[src/hw/rtl/bnz_pkg.sv]
// Package for the bitmap next-zero search: item types, microcode types and the control store.
`timescale 1ns / 1ps

package bnz_pkg;

    // Fixed field widths of the item channels.
    localparam int ADDR_W        = 10;
    localparam int DATA_W        = 64;
    localparam int INDEX_W       = 16;
    localparam int MAX_WORD_BITS = 64;

    // Default geometry of the bitmap.
    localparam int DEF_WORD_BITS = 64;
    localparam int DEF_WORDS     = 1024;

    // Item kinds.
    localparam logic KIND_WRITE  = 1'b0;
    localparam logic KIND_SEARCH = 1'b1;

    typedef struct packed {
        logic                 kind;
        logic [ADDR_W-1:0]    word_addr;
        logic [DATA_W-1:0]    word_data;
        logic [INDEX_W-1:0]   start_index;
    } t_in_item;

    typedef struct packed {
        logic [INDEX_W-1:0]   found_index;
        logic                 not_found;
    } t_out_item;

    // Datapath operation selected by one microinstruction.
    typedef enum logic [2:0] {
        OP_NOP,
        OP_ACCEPT,
        OP_DIVIDE,
        OP_SPLIT,
        OP_SCAN,
        OP_ADVANCE,
        OP_HIT,
        OP_MISS
    } t_op;

    // Branch condition tested by the sequencer.
    typedef enum logic [2:0] {
        COND_ALWAYS,
        COND_SEARCH_TAKEN,
        COND_PAST_END,
        COND_HAS_CLEAR,
        COND_NEXT_PAST_END,
        COND_OUT_FREE
    } t_cond;

    typedef logic [2:0] t_step;

    localparam t_step STEP_IDLE    = 3'd0;
    localparam t_step STEP_DIVIDE  = 3'd1;
    localparam t_step STEP_SPLIT   = 3'd2;
    localparam t_step STEP_SCAN    = 3'd3;
    localparam t_step STEP_HIT     = 3'd4;
    localparam t_step STEP_ADVANCE = 3'd5;
    localparam t_step STEP_MISS    = 3'd6;

    typedef struct packed {
        t_op   op;
        t_cond cond;
        t_step jump_step;
        t_step fall_step;
    } t_uword;

    // Status from the datapath that the branch conditions look at.
    typedef struct packed {
        logic search_taken;
        logic past_end;
        logic has_clear;
        logic next_past_end;
        logic out_free;
    } t_dp_flags;

    // Control store: one microinstruction per step.
    function automatic t_uword ucode_rom(input t_step step);
        t_uword w;
        unique case (step)
            STEP_IDLE:    w = '{OP_ACCEPT,  COND_SEARCH_TAKEN,  STEP_DIVIDE, STEP_IDLE};
            STEP_DIVIDE:  w = '{OP_DIVIDE,  COND_PAST_END,      STEP_MISS,   STEP_SPLIT};
            STEP_SPLIT:   w = '{OP_SPLIT,   COND_ALWAYS,        STEP_SCAN,   STEP_SCAN};
            STEP_SCAN:    w = '{OP_SCAN,    COND_HAS_CLEAR,     STEP_HIT,    STEP_ADVANCE};
            STEP_HIT:     w = '{OP_HIT,     COND_OUT_FREE,      STEP_IDLE,   STEP_HIT};
            STEP_ADVANCE: w = '{OP_ADVANCE, COND_NEXT_PAST_END, STEP_MISS,   STEP_SCAN};
            STEP_MISS:    w = '{OP_MISS,    COND_OUT_FREE,      STEP_IDLE,   STEP_MISS};
            default:      w = '{OP_NOP,     COND_ALWAYS,        STEP_IDLE,   STEP_IDLE};
        endcase
        return w;
    endfunction

    // Position of the lowest set bit; the caller never uses it for an all-zero word.
    function automatic logic [6:0] trailing_zeros(input logic [MAX_WORD_BITS-1:0] v);
        logic [6:0] n;
        n = 7'(MAX_WORD_BITS);
        for (int i = MAX_WORD_BITS - 1; i >= 0; i--) begin
            if (v[i]) begin
                n = 7'(i);
            end
        end
        return n;
    endfunction

endpackage

[src/hw/rtl/bnz_useq.sv]
// Microcode sequencer of the bitmap next-zero search: step counter, control store and branches.
`timescale 1ns / 1ps

module bnz_useq
    import bnz_pkg::*;
(
    input  logic      i_clk,
    input  logic      i_rst_n,
    input  t_dp_flags i_flags,
    output t_uword    o_uword
);

    t_step  r_step;
    t_step  n_step;
    t_uword w_uword;
    logic   w_cond_true;

    assign w_uword = ucode_rom(r_step);
    assign o_uword = w_uword;

    always_comb begin
        unique case (w_uword.cond)
            COND_ALWAYS:        w_cond_true = 1'b1;
            COND_SEARCH_TAKEN:  w_cond_true = i_flags.search_taken;
            COND_PAST_END:      w_cond_true = i_flags.past_end;
            COND_HAS_CLEAR:     w_cond_true = i_flags.has_clear;
            COND_NEXT_PAST_END: w_cond_true = i_flags.next_past_end;
            COND_OUT_FREE:      w_cond_true = i_flags.out_free;
            default:            w_cond_true = 1'b1;
        endcase
    end

    always_comb begin
        n_step = w_cond_true ? w_uword.jump_step : w_uword.fall_step;
    end

    always_ff @(posedge i_clk) begin
        if (!i_rst_n) begin
            r_step <= STEP_IDLE;
        end else begin
            r_step <= n_step;
        end
    end

    // An accepted search always goes on to the divide step.
    a_search_enters_divide: assert property (@(posedge i_clk) disable iff (!i_rst_n)
        (r_step == STEP_IDLE && i_flags.search_taken) |=> (r_step == STEP_DIVIDE))
        else $error("accepted search did not enter the divide step");

    // A word is scanned only after its read was issued in the step before.
    a_scan_after_read: assert property (@(posedge i_clk) disable iff (!i_rst_n)
        (r_step == STEP_SCAN) |->
            ($past(r_step) == STEP_SPLIT || $past(r_step) == STEP_ADVANCE))
        else $error("scan step entered without a preceding word read");

endmodule

[config.mk]
export PLATFORM = sky130hd
export DESIGN_NAME = bnz_useq
export DESIGN_NICKNAME = d
export VERILOG_FILES = /design/src/hw/rtl/bnz_pkg.sv /design/src/hw/rtl/bnz_useq.sv
export SDC_FILE = /design/constraint.sdc
export NUM_CORES = 1
export LEC_CHECK = 0
export BUFFER_PORTS_ARGS = -buffer_cell sky130_fd_sc_hd__buf_4
export CAP_MARGIN = 0
export CELL_PAD_IN_SITES_DETAIL_PLACEMENT = 1
export CELL_PAD_IN_SITES_GLOBAL_PLACEMENT = 1
export CORE_AREA = 2 2 39 41
export CTS_BUF_LIST = sky130_fd_sc_hd__clkbuf_8
export CTS_CLUSTER_SIZE = 24
export DETAILED_ROUTE_END_ITERATION = 8
export DIE_AREA = 0 0 41 43
export PLACE_DENSITY_LB_ADDON = 0.1
export SLEW_MARGIN = 5
export SYNTH_ARGS = -nofsm -noshare
export SYNTH_HDL_FRONTEND = slang
export SYNTH_SLANG_ARGS = --single-unit
[constraint.sdc]
create_clock -name i_clk -period 2.6 [get_ports i_clk]
set_clock_uncertainty 0.1 [all_clocks]
set_input_delay 0.39 -clock i_clk [delete_from_list [all_inputs] [get_ports i_clk]]
set_output_delay 0.39 -clock i_clk [all_outputs]
set_load 0.02 [all_outputs]
Word-level counts from Yosys, hierarchy flattened --
Cells that the tools add are included.
Word-level totals: register bits 3
Operators by class: equal/unequal tests 11, muxes and demuxes 3, reduce and logical (&&, ||, !) cells 1
Operator list (count):
- $pmux W12 S7 | 1
- $eq A3 B3 Y1 const B | 5
- $eq A3 B2 Y1 const B | 4
- $eq A3 B1 Y1 const B | 2
- $pmux W1 S5 | 1
- $logic_not A3 Y1 | 1
- $mux W3 | 1

Logic depth before layout (Yosys ltp) --
Gate-level depths: netlist of the first run.
depth after elaboration 5, mapped depth 7

Least setup slack after synthesis of the first run --
OpenSTA, ideal clock, no wires.
path type reg-to-reg, start register r_step[0], end register r_step[1], library setup time 0.116 ns, arrival time 1.698 ns, path slack 0.685 ns, cell stages (with the launch flop) 7, path buffers 0, cells stage by stage dfxtp_1 -> inv_1 -> ha_1 -> nand3b_1 -> a32o_1 -> or3_1 -> o211a_1
RTL lines:
- start: declaration | line bnz_useq.sv:13 | t_step r_step;
- start signal: assignment | line bnz_useq.sv:41 | r_step <= n_step;

==> flow_metrics.py, run 1 <==
metrics = {
    "power": {
        "power_w": 0.000937,
        "ir_worst_vdd_mv": 0.697,
        "p_per_area_nw_per_um2": 1660,
        "p_leak_nw": 0.280,
    },
    "global_routing": {
        "antenna_found_initial": 0,
        "first_global_vias": 392,
        "grt_usage_pct": 13.2,
        "grt_max_degree": 16,
        "grt_pass1_wl_um": 1590,
        "grt_overflow": 0,
    },
    "flow_run": {
        "cap_violations": 0,
    },
    "clock_network": {
        "root_buffer": "clkbuf_8",
        "clkSlewWorstSetupHoldPaths_ns": 0.03,
        "clk_latency_ns": 0.22,
        "cts.sinks": 3,
        "cts_tree": "done",
        "cts_hold_buffers": 0,
        "cts_setup_buffers": 0,
        "h-tree-depth": 1,
        "cts_buffer_depth": 2,
        "ctsResizeCount": 0,
        "cts_made_buffers": 3,
    },
    "synthesis": {
        "ys_warn_count": 0,
        "ys_types": 24,
        "synth_flop_cell": "dfxtp_1",
        "synth_edf_count": 0,
        "yosys.area.top_type": "dfxtp_1",
        "async_flop_share_pct": 0,
        "ys_ff_latch": 3,
        "syn_nets": 61,
        "synth_seq_area_share_pct": 16.3,
        "synth_top_cell_area_share_pct": 16.3,
        "synth.avg_cell_area_um2": 7.36,
        "netlist_instances": 50,
        "synthTopCellsByArea": "dfxtp_1 (16%), ha_1 (14%), nand2_1 (9.2%)",
        "syn-cell-area_um2": 368,
    },
    "detailed_routing": {
        "vias": 419,
        "wl_um": 1040,
        "avgRoutedWirePerCell_um": 12.0,
        "drtPass1Iterations": 2,
        "via_per_inst": 4.82,
        "drtIter0Drc": 2,
        "ant_nets": 0,
        "drc": 0,
    },
    "worst_setup_path": {
        "cp_max_fo": 7,
        "arrival_ns": 1.50,
        "path_class": "flip-flop to primary output",
        "critPathLaunchType": "flip-flop",
        "cp-end-kind": "primary output",
        "cp.required_ns": 2.11,
        "reg2reg_depth": 7,
    },
    "place": {
        "place_area_um2": 518,
        "gp_congestion": 0.707,
        "io_buffers": 18,
        "place_hpwl_um": 821,
    },
    "min_path": {
        "min_path_type": "input port to flip-flop",
        "whs_path_depth": 2,
    },
    "sta": {
        "max_freq_mhz": 501,
        "hold_viol_final": 0,
        "whs_ns": 0.338,
        "finalSetupViolations": 0,
        "worst-slew-pin-transition_ns": 0.467,
        "period_minus_slack_ns": 1.99,
        "finalCritPeriodShare_pct": 76.7,
        "rsz0062_at_grt": "false",
        "drv_slew": 0,
        "timing.slew.headroom_pct": 68.8,
        "fin_tns_setup_ns": 0,
    },
    "cells_and_area": {
        "largest_register_ffs": 3,
        "area_growth_pct": 53.1,
        "design_area_um2": 563,
        "final_common_cell": "buf_4",
        "reg.largest.list": "r_step: 3 flops",
        "n_antenna_cell": 0,
        "fin_nets": 83,
        "drive_gt1_share_pct": 36.6,
        "final_cell_mix": "buf_4 (18), nand2_1 (9), nor2_1 (7)",
        "top_register": "r_step",
    },
    "floorplan": {
        "die_y_um": 43,
        "die_x_um": 41,
        "initial_core_util_pct": 26.6,
        "io_pins": 19,
        "coreArea_um2": 1380,
        "fp.dieArea_um2": 1760,
        "rows": 14,
    },
    "status": {
        "status": "completed",
    },
}
## per-layer routing
layer | up-vias | global-route usage, % | wire length (um)
met5 | - | 0 | 0
met4 | 0 | 8.00 | 21
met3 | 2 | 1.57 | 65
met1 | 186 | 16.9 | 484
li1 | 215 | - | -
met2 | 16 | 20.0 | 471
## per-stage QoR
step	instances	setup slack, ns	utilization, %
floorplan	50	0.685	-
global placement	83	0.635	37.4
detailed placement	83	0.627	37.4
CTS	87	0.587	40.7
global route	87	0.509	40.7
finish	87	0.606	40.7
## kinds of logic after synthesis
group / share of synthesized area, %
adder cells (fa/ha/maj): 13.6
multiplexers: 5.44
flip-flops: 16.3
buffers and inverters: 6.46
AND/OR/NAND/NOR: 31.0
AO/OA/AOI/OAI: 27.2
## cell type report
type                       instances  area (um2)
inverter                           5        18.8
tap                               16        20.0
sequential                         3        60.1
timing repair buffer              18         135
clock inverter                     1        3.75
fill                             178         821
multi-input combinational         41         284
clock buffer                       3        41.3
## synthesized netlist by cell type (2+ instances only)
cell type  n
o21ai_1    2
nor2_1     7
nand2_1    9
a21oi_1    2
dfxtp_1    3
inv_1      3
inv_2      2
o21ai_0    2
ha_1       4
mux2i_1    2
## power by group
part / internal, W / total (W) / switching [W]
registers: 0.0000658 / 0.0000994 / 0.0000336
clock network: 0.000101 / 0.000132 / 0.0000316
logic: 0.000305 / 0.000706 / 0.000400
## critical path, cell delays in order (launching register included)
cell,delay (ns)
dfxtp_1,0.35
inv_1,0.07
ha_1,0.26
inv_2,0.14
nor2_1,0.06
a211o_1,0.26
buf_4,0.15
## path summary, 6_finish.rpt
check                    end      start  slack [ns]
hold reg to reg    r_step[1]  r_step[1]        0.72
setup reg to reg   r_step[1]  r_step[0]        0.67
setup / recovery  o_uword[9]  r_step[1]        0.61
hold / removal     r_step[1]    i_rst_n        0.34
Power figures use the tool's default switching activity.
==> inputs of run 2 (changes only) <==
==> constraint.sdc (replaced) <==
create_clock -name i_clk -period 2 [get_ports i_clk]
set_clock_uncertainty 0.1 [all_clocks]
set_input_delay 0.3 -clock i_clk [delete_from_list [all_inputs] [get_ports i_clk]]
set_output_delay 0.3 -clock i_clk [all_outputs]
set_load 0.02 [all_outputs]
==> run 2 against run 1 <==
  * Hold slack worse by 0.077 ns
  * Utilization up 2.7 points
  * Cell count up 4.6%
  * Register-to-register slack worse by 0.51 ns
  * Flip-flop and latch count unchanged
  * Setup slack worse by 0.45 ns
  * Clock power up 27%
  * Via count up 4.3%
  * Non-clock buffer count up 4
  * Routed wire length up 2.2%
==> flow_metrics.py, run 2 (synthesis gave the netlist of run 1 again) <==
metrics = {
    "place": {
        "place_hpwl_um": 874,
        "gp_congestion": 0.688,
        "io_buffers": 18,
    },
    "clock_network": {
        "clk_latency_ns": 0.21,
        "clkSlewWorstSetupHoldPaths_ns": 0.03,
        "root_buffer": "clkbuf_8",
        "cts_buffer_depth": 2,
        "cts_tree": "done",
        "cts.sinks": 3,
        "cts_made_buffers": 3,
        "cts_hold_buffers": 0,
        "h-tree-depth": 1,
    },
    "sta": {
        "fin_tns_setup_ns": 0,
        "hold_viol_final": 0,
        "finalSetupViolations": 0,
        "timing.slew.headroom_pct": 77.8,
        "finalCritPeriodShare_pct": 92.0,
        "rsz0062_at_grt": "false",
        "max_freq_mhz": 543,
        "drv_slew": 0,
        "period_minus_slack_ns": 1.84,
        "worst-slew-pin-transition_ns": 0.333,
    },
    "worst_setup_path": {
        "cp_slowest_stage_delay_ns": 0.34,
        "cp.required_ns": 1.60,
        "critPathSlowestCell": "dfxtp_1",
        "cp-end-kind": "primary output",
        "cp_max_fo": 7,
        "path_class": "flip-flop to primary output",
        "critPathLaunchType": "flip-flop",
        "reg2reg_depth": 7,
        "arrival_ns": 1.44,
        "path_cells": "inv_1 > ha_2 > inv_2 > nor2_1 > a211o_1 > buf_4",
    },
    "power": {
        "p_seq_share_pct": 9.3,
        "switching_power_w": 0.000618,
        "clockPowerShare_pct": 13.0,
        "ir_worst_vdd_mv": 0.777,
        "p_int_w": 0.000668,
        "p_sw_share_pct": 48.1,
        "p_per_area_nw_per_um2": 2140,
        "pwr-share-comb_pct": 77.7,
        "p_leak_nw": 0.297,
    },
    "floorplan": {
        "fp.dieArea_um2": 1760,
        "coreArea_um2": 1380,
        "io_pins": 19,
        "rows": 14,
        "initial_core_util_pct": 26.6,
        "die_x_um": 41,
        "die_y_um": 43,
    },
    "min_path": {
        "whs_path_depth": 2,
        "min_path_type": "input port to flip-flop",
    },
    "cells_and_area": {
        "fin_nets": 87,
        "final_core_util_pct": 43.4,
        "area_growth_pct": 63.3,
        "final_cell_mix": "buf_4 (22), nand2_1 (9), nor2_1 (7)",
        "n_antenna_cell": 0,
        "drive_gt1_share_pct": 44.0,
        "reg.largest.list": "r_step: 3 flops",
        "largest_register_ffs": 3,
        "final_common_cell": "buf_4",
        "top_register": "r_step",
    },
    "global_routing": {
        "grt_max_degree": 11,
        "grt_usage_pct": 14.1,
        "grt_overflow": 0,
        "grt_pass1_wl_um": 1750,
        "antenna_found_initial": 0,
        "first_global_vias": 423,
    },
    "detailed_routing": {
        "wl_um": 1070,
        "drtIter0Drc": 2,
        "drc": 0,
        "avgRoutedWirePerCell_um": 11.7,
        "vias": 437,
        "via_per_inst": 4.80,
        "drtPass1Iterations": 2,
        "ant_nets": 0,
    },
    "status": {
        "status": "completed",
    },
    "flow_run": {
        "cap_violations": 0,
    },
}
run 2: changes by cell type in the layout (fill, tap and decap cells not counted), sizes merged:
cell	before	now
buf	18	22
run 2: per-stage QoR:
step / hold slack [ns] / total power [W] / instances / worst slack, ns / area, um2
after detailed placement: 0.480 / 0.00112 / 87 / 0.105 / 548
after CTS: 0.262 / 0.00129 / 91 / 0.0879 / 593
after floorplan: 0.333 / 0.000742 / 50 / 0.0855 / 368
after global placement: 0.469 / 0.00111 / 87 / 0.0918 / 548
final: 0.260 / 0.00129 / 91 / 0.159 / 601
after global routing: 0.274 / 0.00139 / 91 / 0.0319 / 601
run 2: worst paths after layout:
kind              startpoint         end  slack [ns]
setup reg to reg   r_step[0]   r_step[1]        0.16
hold reg to reg    r_step[1]   r_step[1]        0.73
hold / removal       i_rst_n   r_step[1]        0.26
setup / recovery   r_step[1]  o_uword[9]        0.16
run 2: worst max-delay path: cells and delay by family, from the launching register on:
family | cells | cell delay (ns)
adders and majority gates | 1 | 0.21
buffers and inverters | 3 | 0.34
DFF | 1 | 0.34
and+or+nand+nor | 1 | 0.06
AOI/OAI and AO/OA | 1 | 0.26
run 2: layout make-up:
type                            instances  area (um2)
Multi-Input combinational cell         41         292
Inverter                                5        18.8
Fill cell                             181         783
Clock inverter                          1        3.75
Tap cell                               16        20.0
Clock buffer                            3        41.3
Timing Repair Buffer                   22         165
Sequential cell                         3        60.1
run 2: routing by layer:
layer  vias up  track usage (%)  part of all wire (%)
met5         -                0                     0
met2        14             22.2                    47
met1       198             18.6                    48
met4         0             6.00                     0
li1        225                -                     -
met3         0             1.57                   5.6
run 2: power groups by stage:
stage / Combinational (W) / Clock (W) / Sequential [W]
final: 0.000998 / 0.000167 / 0.000120
after global routing: 0.00109 / 0.000177 / 0.000127
after CTS: 0.00100 / 0.000173 / 0.000119
after detailed placement: 0.000998 / 0 / 0.000119
after global placement: 0.000994 / 0 / 0.000120
after floorplan: 0.000639 / 0 / 0.000103
run 2: timing repair:
item	4_1_cts	5_1_grt
setup buffers	0	0
gates resized for setup	0	3
endpoints found under the setup margin	0	4
